--- config.mk ---
export PLATFORM = sky130hd
export DESIGN_NAME = double_ended_priority_queue_core
export DESIGN_NICKNAME = d
export VERILOG_FILES = /design/src/hw/rtl/depq_pkg.sv /design/src/hw/rtl/double_ended_priority_queue_core.sv /design/src/hw/rtl/depq_ram.sv
export SDC_FILE = /design/constraint.sdc
export NUM_CORES = 1
export LEC_CHECK = 0
export BUFFER_PORTS_ARGS = -buffer_cell sky130_fd_sc_hd__clkbuf_2
export CAP_MARGIN = 30
export CORE_MARGIN = 3
export CORE_UTILIZATION = 55
export CTS_BUF_LIST = sky130_fd_sc_hd__clkbuf_16
export DETAILED_ROUTE_END_ITERATION = 10
export PLACE_DENSITY_LB_ADDON = 0.15
export SLEW_MARGIN = 20
export SYNTH_ARGS = -nofsm -noshare
export SYNTH_HDL_FRONTEND = slang
export SYNTH_HIERARCHICAL = 1
export SYNTH_SLANG_ARGS = --single-unit
--- constraint.sdc ---
create_clock -name i_clk -period 5.7 [get_ports i_clk]
set_input_delay 0.285 -clock i_clk [delete_from_list [all_inputs] [get_ports i_clk]]
set_output_delay 0.285 -clock i_clk [all_outputs]
set_load 0.01 [all_outputs]
--- src/hw/rtl/depq_pkg.sv ---
package depq_pkg;

    // queue geometry and field widths
    localparam int CAPACITY    = 16;
    localparam int DATA_WIDTH  = 32;
    localparam int PRIO_WIDTH  = 8;
    localparam int COUNT_WIDTH = $clog2(CAPACITY + 1);
    localparam int ADDR_WIDTH  = $clog2(CAPACITY);

    // request codes
    typedef enum logic [1:0] {
        REQ_ENQ   = 2'd0,
        REQ_RMMAX = 2'd1,
        REQ_RMMIN = 2'd2,
        REQ_FIND  = 2'd3
    } t_req;

    // result status codes
    typedef enum logic [1:0] {
        ST_OK       = 2'd0,
        ST_EMPTY    = 2'd1,
        ST_FULL     = 2'd2,
        ST_NOTFOUND = 2'd3
    } t_status;

    // sequencer states
    typedef enum logic [3:0] {
        S_IDLE,
        S_ENQ_RD,
        S_ENQ_CMP,
        S_SHF_RD,
        S_SHF_WR,
        S_FND_RD,
        S_FND_CMP,
        S_OUT_F,
        S_OUT_R,
        S_OUT_W
    } t_state;

    // one stored entry
    typedef struct packed {
        logic [DATA_WIDTH-1:0] value;
        logic [PRIO_WIDTH-1:0] rank;
    } t_entry;

    // input item
    typedef struct packed {
        logic [1:0]            req_type;
        logic [DATA_WIDTH-1:0] item_data;
        logic [PRIO_WIDTH-1:0] item_priority;
    } t_in_item;

    // result item
    typedef struct packed {
        logic [1:0]             status;
        logic [DATA_WIDTH-1:0]  front_data;
        logic [DATA_WIDTH-1:0]  rear_data;
        logic [COUNT_WIDTH-1:0] entry_count;
        logic [PRIO_WIDTH-1:0]  found_priority;
        logic [COUNT_WIDTH-1:0] match_count;
    } t_out_item;

endpackage

--- src/hw/rtl/double_ended_priority_queue_core.sv ---
// channel | direction | handshake                 | payload
// --------+-----------+---------------------------+----------------------------
// in      | input     | i_in_valid / o_in_stall   | i_in  (depq_pkg::t_in_item)
// out     | output    | o_out_valid / i_out_stall | o_out (depq_pkg::t_out_item)
//
// one request at a time through an entry RAM with one write port and one
// registered read port and one shared compare; each visited entry takes a
// read step and then a compare or write step
// enqueue moves lower-ranked entries back one slot from the rear; remove max
// moves every entry forward; remove min only drops the rear; find visits
// every entry held; full and empty cases go straight to the result steps
// reset clears the entry count and control only, the RAM keeps its contents
// a stalled result holds o_out; the next request may be taken meanwhile and
// waits in its last step until the output register is free
module double_ended_priority_queue_core (
    input  logic               i_clk,
    input  logic               i_rst_n,
    input  logic               i_in_valid,
    output logic               o_in_stall,
    input  depq_pkg::t_in_item i_in,
    output logic               o_out_valid,
    input  logic               i_out_stall,
    output depq_pkg::t_out_item o_out
);

    localparam int CW = depq_pkg::COUNT_WIDTH;
    localparam int AW = depq_pkg::ADDR_WIDTH;

    depq_pkg::t_state    r_state, n_state;
    logic [CW-1:0]       r_count, n_count;
    logic [CW-1:0]       r_idx, n_idx;
    logic [CW-1:0]       r_match, n_match;
    logic [depq_pkg::PRIO_WIDTH-1:0] r_found, n_found;
    depq_pkg::t_status   r_status, n_status;
    logic [depq_pkg::DATA_WIDTH-1:0] r_front, n_front;
    depq_pkg::t_in_item  r_item, n_item;
    logic                r_out_valid, n_out_valid;
    depq_pkg::t_out_item r_out, n_out;

    logic                wr_en;
    logic [AW-1:0]       wr_addr;
    depq_pkg::t_entry    wr_data;
    logic [AW-1:0]       rd_addr;
    depq_pkg::t_entry    rd_data;
    logic [CW-1:0]       idx_dec;
    logic [CW-1:0]       count_dec;
    depq_pkg::t_entry    new_entry;

    assign idx_dec   = r_idx - 1'b1;
    assign count_dec = r_count - 1'b1;
    assign new_entry = '{value: r_item.item_data, rank: r_item.item_priority};

    // entry storage
    depq_ram #(
        .WIDTH ($bits(depq_pkg::t_entry)),
        .DEPTH (depq_pkg::CAPACITY)
    ) u_ram (
        .i_clk     (i_clk),
        .i_wr_en   (wr_en),
        .i_wr_addr (wr_addr),
        .i_wr_data (wr_data),
        .i_rd_addr (rd_addr),
        .o_rd_data (rd_data)
    );

    // control registers
    always_ff @(posedge i_clk) begin
        if (!i_rst_n) begin
            r_state     <= depq_pkg::S_IDLE;
            r_count     <= '0;
            r_out_valid <= 1'b0;
        end else begin
            r_state     <= n_state;
            r_count     <= n_count;
            r_out_valid <= n_out_valid;
        end
    end

    // working and payload registers
    always_ff @(posedge i_clk) begin
        r_idx    <= n_idx;
        r_match  <= n_match;
        r_found  <= n_found;
        r_status <= n_status;
        r_front  <= n_front;
        r_item   <= n_item;
        r_out    <= n_out;
    end

    // sequencer
    always_comb begin
        n_state     = r_state;
        n_count     = r_count;
        n_idx       = r_idx;
        n_match     = r_match;
        n_found     = r_found;
        n_status    = r_status;
        n_front     = r_front;
        n_item      = r_item;
        n_out       = r_out;
        n_out_valid = r_out_valid;
        wr_en       = 1'b0;
        wr_addr     = r_idx[AW-1:0];
        wr_data     = rd_data;
        rd_addr     = r_idx[AW-1:0];

        // result transfer frees the output register
        if (r_out_valid && !i_out_stall) begin
            n_out_valid = 1'b0;
        end

        unique case (r_state)
            depq_pkg::S_IDLE: begin
                if (i_in_valid) begin
                    n_item   = i_in;
                    n_status = depq_pkg::ST_OK;
                    n_match  = '0;
                    n_found  = '0;
                    unique case (depq_pkg::t_req'(i_in.req_type))
                        depq_pkg::REQ_ENQ: begin
                            n_idx = r_count;
                            if (r_count >= CW'(depq_pkg::CAPACITY)) begin
                                n_status = depq_pkg::ST_FULL;
                                n_state  = depq_pkg::S_OUT_F;
                            end else begin
                                n_state = depq_pkg::S_ENQ_RD;
                            end
                        end
                        depq_pkg::REQ_RMMAX: begin
                            n_idx = CW'(1);
                            if (r_count == '0) begin
                                n_status = depq_pkg::ST_EMPTY;
                                n_state  = depq_pkg::S_OUT_F;
                            end else begin
                                n_state = depq_pkg::S_SHF_RD;
                            end
                        end
                        depq_pkg::REQ_RMMIN: begin
                            if (r_count == '0) begin
                                n_status = depq_pkg::ST_EMPTY;
                            end else begin
                                n_count = count_dec;
                            end
                            n_state = depq_pkg::S_OUT_F;
                        end
                        depq_pkg::REQ_FIND: begin
                            n_idx = '0;
                            if (r_count == '0) begin
                                n_status = depq_pkg::ST_EMPTY;
                                n_state  = depq_pkg::S_OUT_F;
                            end else begin
                                n_state = depq_pkg::S_FND_RD;
                            end
                        end
                    endcase
                end
            end

            // enqueue: walk from the rear, moving lower ranks back one slot
            depq_pkg::S_ENQ_RD: begin
                if (r_idx == '0) begin
                    wr_en   = 1'b1;
                    wr_addr = '0;
                    wr_data = new_entry;
                    n_count = r_count + 1'b1;
                    n_state = depq_pkg::S_OUT_F;
                end else begin
                    rd_addr = idx_dec[AW-1:0];
                    n_state = depq_pkg::S_ENQ_CMP;
                end
            end
            depq_pkg::S_ENQ_CMP: begin
                wr_en   = 1'b1;
                wr_addr = r_idx[AW-1:0];
                if (rd_data.rank < r_item.item_priority) begin
                    wr_data = rd_data;
                    n_idx   = idx_dec;
                    n_state = depq_pkg::S_ENQ_RD;
                end else begin
                    wr_data = new_entry;
                    n_count = r_count + 1'b1;
                    n_state = depq_pkg::S_OUT_F;
                end
            end

            // remove max: move every entry one slot forward
            depq_pkg::S_SHF_RD: begin
                if (r_idx >= r_count) begin
                    n_count = count_dec;
                    n_state = depq_pkg::S_OUT_F;
                end else begin
                    n_state = depq_pkg::S_SHF_WR;
                end
            end
            depq_pkg::S_SHF_WR: begin
                wr_en   = 1'b1;
                wr_addr = idx_dec[AW-1:0];
                wr_data = rd_data;
                n_idx   = r_idx + 1'b1;
                n_state = depq_pkg::S_SHF_RD;
            end

            // find: scan from the front, count matches
            depq_pkg::S_FND_RD: begin
                if (r_idx == r_count) begin
                    if (r_match == '0) begin
                        n_status = depq_pkg::ST_NOTFOUND;
                    end
                    n_state = depq_pkg::S_OUT_F;
                end else begin
                    n_state = depq_pkg::S_FND_CMP;
                end
            end
            depq_pkg::S_FND_CMP: begin
                if (rd_data.value == r_item.item_data) begin
                    if (r_match == '0) begin
                        n_found = rd_data.rank;
                    end
                    n_match = r_match + 1'b1;
                end
                n_idx   = r_idx + 1'b1;
                n_state = depq_pkg::S_FND_RD;
            end

            // fetch front and rear entries
            depq_pkg::S_OUT_F: begin
                rd_addr = '0;
                n_state = depq_pkg::S_OUT_R;
            end
            depq_pkg::S_OUT_R: begin
                n_front = rd_data.value;
                rd_addr = count_dec[AW-1:0];
                n_state = depq_pkg::S_OUT_W;
            end

            // load the result once the output register is free, keeping the
            // rear entry on the read port while waiting
            depq_pkg::S_OUT_W: begin
                rd_addr = count_dec[AW-1:0];
                if (!r_out_valid || !i_out_stall) begin
                    n_out.status         = r_status;
                    n_out.front_data     = (r_count == '0) ? '0 : r_front;
                    n_out.rear_data      = (r_count == '0) ? '0 : rd_data.value;
                    n_out.entry_count    = r_count;
                    n_out.found_priority = r_found;
                    n_out.match_count    = r_match;
                    n_out_valid          = 1'b1;
                    n_state              = depq_pkg::S_IDLE;
                end
            end

            default: begin
                n_state = depq_pkg::S_IDLE;
            end
        endcase
    end

    assign o_in_stall  = (r_state != depq_pkg::S_IDLE);
    assign o_out_valid = r_out_valid;
    assign o_out       = r_out;

    // held count stays within capacity
    assert property (@(posedge i_clk) disable iff (!i_rst_n)
        r_count <= CW'(depq_pkg::CAPACITY))
        else $error("entry count above capacity");

    // an empty queue reports zero front and rear data
    assert property (@(posedge i_clk) disable iff (!i_rst_n)
        o_out_valid && (o_out.entry_count == '0) |->
            (o_out.front_data == '0) && (o_out.rear_data == '0))
        else $error("empty queue shows data");

    // matches are reported only with ok status
    assert property (@(posedge i_clk) disable iff (!i_rst_n)
        o_out_valid && (o_out.match_count != '0) |->
            (o_out.status == depq_pkg::ST_OK))
        else $error("match count with non-ok status");

    // an accepted request keeps the input side busy next cycle
    assert property (@(posedge i_clk) disable iff (!i_rst_n)
        i_in_valid && !o_in_stall |=> o_in_stall)
        else $error("input not held off after transfer");

    // a find result never reports more matches than entries held
    assert property (@(posedge i_clk) disable iff (!i_rst_n)
        o_out_valid |-> (o_out.match_count <= o_out.entry_count))
        else $error("match count above entry count");

endmodule

--- src/hw/rtl/depq_ram.sv ---
module depq_ram #(
    parameter int WIDTH = 8,
    parameter int DEPTH = 16
) (
    input  logic                     i_clk,
    input  logic                     i_wr_en,
    input  logic [$clog2(DEPTH)-1:0] i_wr_addr,
    input  logic [WIDTH-1:0]         i_wr_data,
    input  logic [$clog2(DEPTH)-1:0] i_rd_addr,
    output logic [WIDTH-1:0]         o_rd_data
);

    logic [WIDTH-1:0] r_mem [DEPTH];
    logic [WIDTH-1:0] r_rd_data;

    // write port and registered read port
    always_ff @(posedge i_clk) begin
        if (i_wr_en) begin
            r_mem[i_wr_addr] <= i_wr_data;
        end
        r_rd_data <= r_mem[i_rd_addr];
    end

    assign o_rd_data = r_rd_data;

endmodule

# ---- Yosys cells after proc, flatten, opt, wreduce, memory -nomap -nowiden
# Memories as Yosys holds them, arrays and structs flattened. A register that Yosys moved wholly into a read port is not among the register bits.
# Cells that the tools add are included.
dict set report word_totals {
  register_bits 186
  latchBits 0
  mem_bits_rw 640
  romBits 0
  output_inout_bits 86
  word_cells 128
  n_memories 1
}
dict set report classes {
  addsub 5
  mul 0
  n_div 0
  magnitude_cmp 3
  eq_ne 27
  shift 0
  n_mux 50
  bitwise 0
  reduce_logical 26
}
# memory depth width rd rd_clocked_by_memory_dff wr line
set mem_list {}
lappend mem_list {u_ram.r_mem 16 40 1 1 1 depq_ram.sv:13} ;# logic [WIDTH-1:0] r_mem [DEPTH];
# operator n
set op_table {}
lappend op_table {{40-bit 2-to-1 mux} 2}
lappend op_table {{40-bit one-hot mux with 2 select lines} 1}
lappend op_table {{5-bit 2-to-1 mux} 10}
lappend op_table {{4-bit one-hot mux with 10 select lines} 1}
lappend op_table {{32-bit == test} 1}
lappend op_table {{5-bit one-hot mux with 3 select lines} 2}
lappend op_table {{8-bit 2-to-1 mux} 3}
lappend op_table {{2-bit inequality test (second input constant)} 11}
lappend op_table {{5-bit one-hot mux with 4 select lines} 1}
lappend op_table {{4-bit by 3-bit == test with 1-bit output (second input constant)} 4}
lappend op_table {{4-bit 2-to-1 mux} 4}
lappend op_table {{4-bit one-hot mux with 4 select lines} 1}
lappend op_table {{8-bit one-hot mux with 2 select lines} 1}
lappend op_table {{5-bit by 1-bit adder with 5-bit output (second input constant)} 3}
lappend op_table {{5-bit zero test} 3}
lappend op_table {{2-bit 2-to-1 mux} 6}
lappend op_table {{3-bit 2-to-1 mux} 4}
lappend op_table {{4-bit one-hot mux with 3 select lines} 1}
lappend op_table {{4-bit AND reduction} 3}
lappend op_table {{5-bit one-hot mux with 2 select lines} 1}
lappend op_table {{5-bit by 1-bit subtractor with 5-bit output (second input constant)} 2}
lappend op_table {{4-bit by 2-bit == test with 1-bit output (second input constant)} 2}
lappend op_table {{4-bit == test (second input constant)} 2}
lappend op_table {{8-bit less-than comparator} 1}
lappend op_table {{25 further kinds} 41}

# ---- Depth between registers and ports, before layout
dict set report depth {
  word_depth 5
  mapped_depth 13
  mapped_depth_nobuf 10
}

# ---- Cells and area by module
# The synthesis kept the hierarchy.
# mod n_inst cells_each area_per_inst_um2 seq_area_each_um2
set modules_own_cells {}
lappend modules_own_cells {depq_ram 1 1040 25131.6 20019.2}
lappend modules_own_cells {double_ended_priority_queue_core 1 672 8446.9 5485.3}

# ---- Worst setup path after synthesis
# OpenSTA, ideal clock, no wires.
dict set report synth_timing {
  kind {flip-flop to flip-flop}
  from {register r_state[2]}
  to {register r_out (netlist bit o_out[0]), enable pin}
  setup_ns 0.554
  t_arrival_ns 5.061
  setup_slack_ns 0.085
  stages_incl_launch_ff 6
  path_buffers 2
  path_cell_list {dfxtp_1 clkbuf_1 buf_1 nor2_1 nand3_1 a21oi_1}
}
dict set report synth_via {
  elab_chain_len 2
}
# item line
set synth_rtl {}
lappend synth_rtl {{from (decl)} double_ended_priority_queue_core.sv:29} ;# depq_pkg::t_state r_state, n_state;
lappend synth_rtl {{from (signal assigned)} double_ended_priority_queue_core.sv:69} ;# r_state <= depq_pkg::S_IDLE;
lappend synth_rtl {{from (signal assigned)} double_ended_priority_queue_core.sv:73} ;# r_state <= n_state;
lappend synth_rtl {{4-bit == test} double_ended_priority_queue_core.sv:112} ;# unique case (r_state)
lappend synth_rtl {{2-bit AND reduction (no source line)} -}
lappend synth_rtl {{to (signal assigned)} double_ended_priority_queue_core.sv:87} ;# r_out <= n_out;
lappend synth_rtl {{to (decl)} double_ended_priority_queue_core.sv:38} ;# depq_pkg::t_out_item r_out, n_out;
# Every way passes these cells.
# A chain may end at the register's enable or synchronous reset.

# ---- Final worst setup path
dict set report layout_timing {
  from {register r_idx[0]}
  to {memory u_ram/r_mem[9][33] in the netlist's numbering, enable pin}
}
dict set report layout_via {
  elab_cells_between_ends 8
  classes_between {add/sub: 1; mux: 6; reduce/logical: 1}
}
# item line
set layout_rtl {}
lappend layout_rtl {{from (decl)} double_ended_priority_queue_core.sv:31} ;# logic [CW-1:0] r_idx, n_idx;
lappend layout_rtl {{from (signal assigned)} double_ended_priority_queue_core.sv:81} ;# r_idx <= n_idx;
lappend layout_rtl {{branches (longest 2 deep; another with 5-bit by 1-bit subtractor with 5-bit output)} -}
lappend layout_rtl {{4-bit one-hot mux with 2 select lines (*)} double_ended_priority_queue_core.sv:112}
lappend layout_rtl {{net wr_addr[1]} double_ended_priority_queue_core.sv:41} ;# logic [AW-1:0] wr_addr;
lappend layout_rtl {{to (decl)} depq_ram.sv:13}
# Mark *: on every way through the listed nets, which the timed path passes.

==> key figures <==
Placement
  – Placed Area: 35,370 um2
  – Dpl cells: 2,589
  – Worst slack at placement: 1.529 ns
  – DPL Wire Length: 45,950 um
  – IO Port Bufs: 131
  – Final GP Congestion: between 0.8 and 0.9

STA
  – Unrepaired setup endpoints after global routing: false
  – Hold Vio Cnt, Final: 0
  – Slew Viols, Final: 0
  – Hold_ws: a little under 0.09 ns
  – Clock Skew: between 0.03 and 0.04 ns
  – Fmax: 244.4 MHz
  – Slew @ Worst Pin: 0.9380 ns
  – # setup viols final: 0
  – Setup TNS after final layout: 0 ns
  – Relative slew margins: between 30% and 40%
  – Final min period: 4.092 ns
  – Final WS setup: ~1.6 ns
  – Period utilisation layout: between 70% and 80%

Worst setup path
  – CP bufs+invs: 3
  – Worst Setup End Kind: flip-flop
  – Critical Path Start: r_idx[0]$_DFFE_PP_
  – CP most frequent cell: o21ai_0
  – Worst setup SP type: flip-flop
  – Slowest-stage cell, CP: nor2_4
  – Worst Path Arrival: 4.35 ns
  – Worst-path fanout max: 26
  – CP required: 5.96 ns
  – Cell family with most CP delay: simple AND/OR/NAND/NOR gates
  – Worst-path cell chain: inv_1 -> ha_1 -> or4b_1 -> and2_4 -> o21ai_0 -> o21ai_0 -> buf_2 -> nand2b_1 -> nor2_4 -> buf_4
  – Worst Setup Path Type: reg -> reg
  – Largest stage delay, worst path: 0.60 ns
  – Critical R2R Launch: r_idx[0]$_DFFE_PP_

Drt
  – Vias: 17,090
  – Vias per cell: around 6
  – WL/cell: 27.22 um
  – Drc violations: 0
  – Final ANT Viol Nets: 0
  – Routed WL: 76,590 um
  – Pre-Repair DR Iteration Count: 5
  – Initial DRC Count: 1,497

Global route
  – Pin count of the biggest net entering global routing: 104
  – GR Overflow Total: 0
  – Initial antenna violation count: 0
  – Vias in the first global route: 17,420
  – Gr usage total: about a quarter
  – Global-route wire length before repair: 114,400 um

Outcome
  – Outcome: completed

Yosys
  – Syn Nets: 1,779
  – Netlist cell types: 58
  – Dominant synthesized flop cell: edfxtp_1
  – Mapped Cells: 1,712
  – Mean Syn Cell Area: 19.61 um2
  – Yosys Warn Count: 6
  – Cell Area, Synth: 33,580 um2
  – Seq/Total Area, Yosys: ~76%
  – #FFs+latches synth: around 870
  – Post-synth EDFFs: a little over 800
  – Synth async-reset ratio: 0%

Pwr
  – Sw power: 8.589 mW
  – Seq pwr share: 40.6%
  – Leak: approximately 13 nW
  – Power Total: 24.91 mW
  – PwrDens: 640.5 nW/um2
  – Switching part of the total: about 34%
  – Internal Power: 16.32 mW
  – Clock Power Share: 22.6%
  – Logic pwr share: 36.7%
  – VDD IR max: between 0.4 and 0.5 mV

Clocking
  – Post_cts resized: 0
  – Worst skew pair latency: around 0.65 ns
  – Root buffer cell: clkbuf_16
  – Post-CTS Setup Repair Bufs: 0
  – CTS tree: done
  – CTS buffer count: 87
  – CTS Buffer Depth: 3
  – Clk pin slew, worst setup/hold paths: 0.06 ns
  – Clock sink total: 866
  – H-tree depth: 3

Layout
  – Fin cells: around 2,800
  – Most frequent cells in the layout: edfxtp_1, nand2_1, clkbuf_2
  – Final net count: 2,034
  – Share of post-route cells with drive strength above 1: 23.86%
  – Core Util, Final: 65.15%
  – P&R area growth vs syn: 15.81%
  – Antenna Cells: 0
  – Filler cells: 3,954
  – Commonest non-fill, non-tap cell in the layout: edfxtp_1
  – Reg area: 25,500 um2
  – Area of the multi-input gates: 7689 um2
  – Final Cell Area: 38,890 um2

Die
  – IO Count: 132
  – Core ar.: 59,690 um2
  – Die footprint: 64,050 um2
  – Cell Rows: a little under 90
  – Die width: 253.1 um
  – Initial core utilization: 56.26%
  – Die H: ~250 um

Worst hold path
  – Hold_sp: i_in[41]
  – Hold Path Class: in -> reg

Run
  – Max cap viols: 0
-- logic make-up (layout without fill, tap and decap cells) --
logic type | Yosys count | count (layout) | synth area share, %
AOI/OAI and AO/OA | 189 | 189 | 3.935
xor gates and xnor gates | 47 | 47 | 1.226
adders and majority gates | 21 | 21 | 0.7825
buffers and inverters | 107 | 436 | 1.885
DFF | 866 | 866 | 75.95
muxes | 165 | 165 | 11.55
and+or+nand+nor | 317 | 317 | 4.665
-- worst min-delay path, delay by kind of cell --
kind / cells / cell delay (ns)
compound gates: 1 / 0.12
simple gates: 1 / 0.08
buf+inv: 1 / 0.13
-- sequential cells by signal, indices dropped and copies added (netlist names) --
signal / flops
r_count: 5
r_state: 4
r_match: 5
r_status: 2
u_ram/o_rd_data: 40
r_found: 8
u_ram/r_mem: 640
o_out_valid: 1
r_front: 32
new_entry: 40
o_out: 84
r_idx: 5
-- metal layers --
layer	routed length (um)	vias to the layer above	track usage [%]
li1	-	7433	-
met1	32280	8800	35.61
met2	36710	752	38.75
met5	0	-	0
met3	5952	107	5.012
met4	1642	0	6.541
-- timing repair --
item / 4_1_cts / 5_1_grt
hold buffers: 42 / 0
endpoints found under the setup margin: 0 / 0
hold endpoints to repair: 42 / 0
-- final timing paths --
kind	endpoint	slack, ns	cells after the start
worst min-delay path	r_status[0]$_SDFFCE_PP1P_	0.09	3
worst min register to register	o_out[8]$_DFFE_PP_	0.42	0
worst max-delay path	u_ram/r_mem[9][33]$_DFFE_PP_	1.61	10
worst max register to register	u_ram/r_mem[9][33]$_DFFE_PP_	1.61	10
-- power by group through the flow --
stage                     combinational, mW  sequential (mW)  clock, mW
after floorplan                        6.27             9.95          0
after global placement                 8.59             10.2          0
after detailed placement               8.87             10.3          0
after CTS                              8.93             10.1       5.73
after global routing                   9.87             10.2       5.98
final                                  9.14             10.1       5.64
-- area by class of cell --
class / count / area share, %
Clock buffer: 88 / 5.663
Clock inverter: 75 / 1.689
Inverter: 20 / 0.1931
Multi-Input combinational cell: 739 / 19.77
Sequential cell: 866 / 65.59
Tap cell: 773 / 2.487
Timing Repair Buffer: 253 / 4.608
-- synthesized netlist by cell type (all sizes together) (2+ instances only) --
| master | number | area [um2] |
|---|---|---|
| edfxtp | 816 | 24500 |
| mux4 | 160 | 3829 |
| nand2 | 138 | 525.5 |
| a22oi | 81 | 608.1 |
| and2 | 77 | 484.2 |
| o21ai | 52 | 260.3 |
| dfxtp | 50 | 1001 |
| clkbuf | 45 | 168.9 |
| buf | 42 | 389.1 |
| nor2 | 40 | 150.1 |
| xnor2 | 24 | 210.2 |
| xor2 | 23 | 201.4 |
| ha | 21 | 262.8 |
| inv | 20 | 75.07 |
| a21oi | 16 | 80.08 |
| nor3 | 11 | 55.05 |
| nand3 | 9 | 45.04 |
| o31ai | 9 | 97.59 |
| nand2b | 8 | 50.05 |
| nand4 | 8 | 50.05 |
| nor4 | 6 | 37.54 |
| a211oi | 5 | 50.05 |
| a221o | 5 | 50.05 |
| mux2i | 5 | 50.05 |
| nor4b | 5 | 50.04 |
| o211ai | 5 | 42.54 |
| nand3b | 4 | 30.03 |
| nor2b | 4 | 25.02 |
| o221ai | 3 | 26.28 |
| a21boi | 2 | 18.77 |
| nor3b | 2 | 20.02 |
| o21a | 2 | 15.01 |
| or3b | 2 | 17.52 |
| or4b | 2 | 20.02 |
Power figures use the tool's default switching activity.
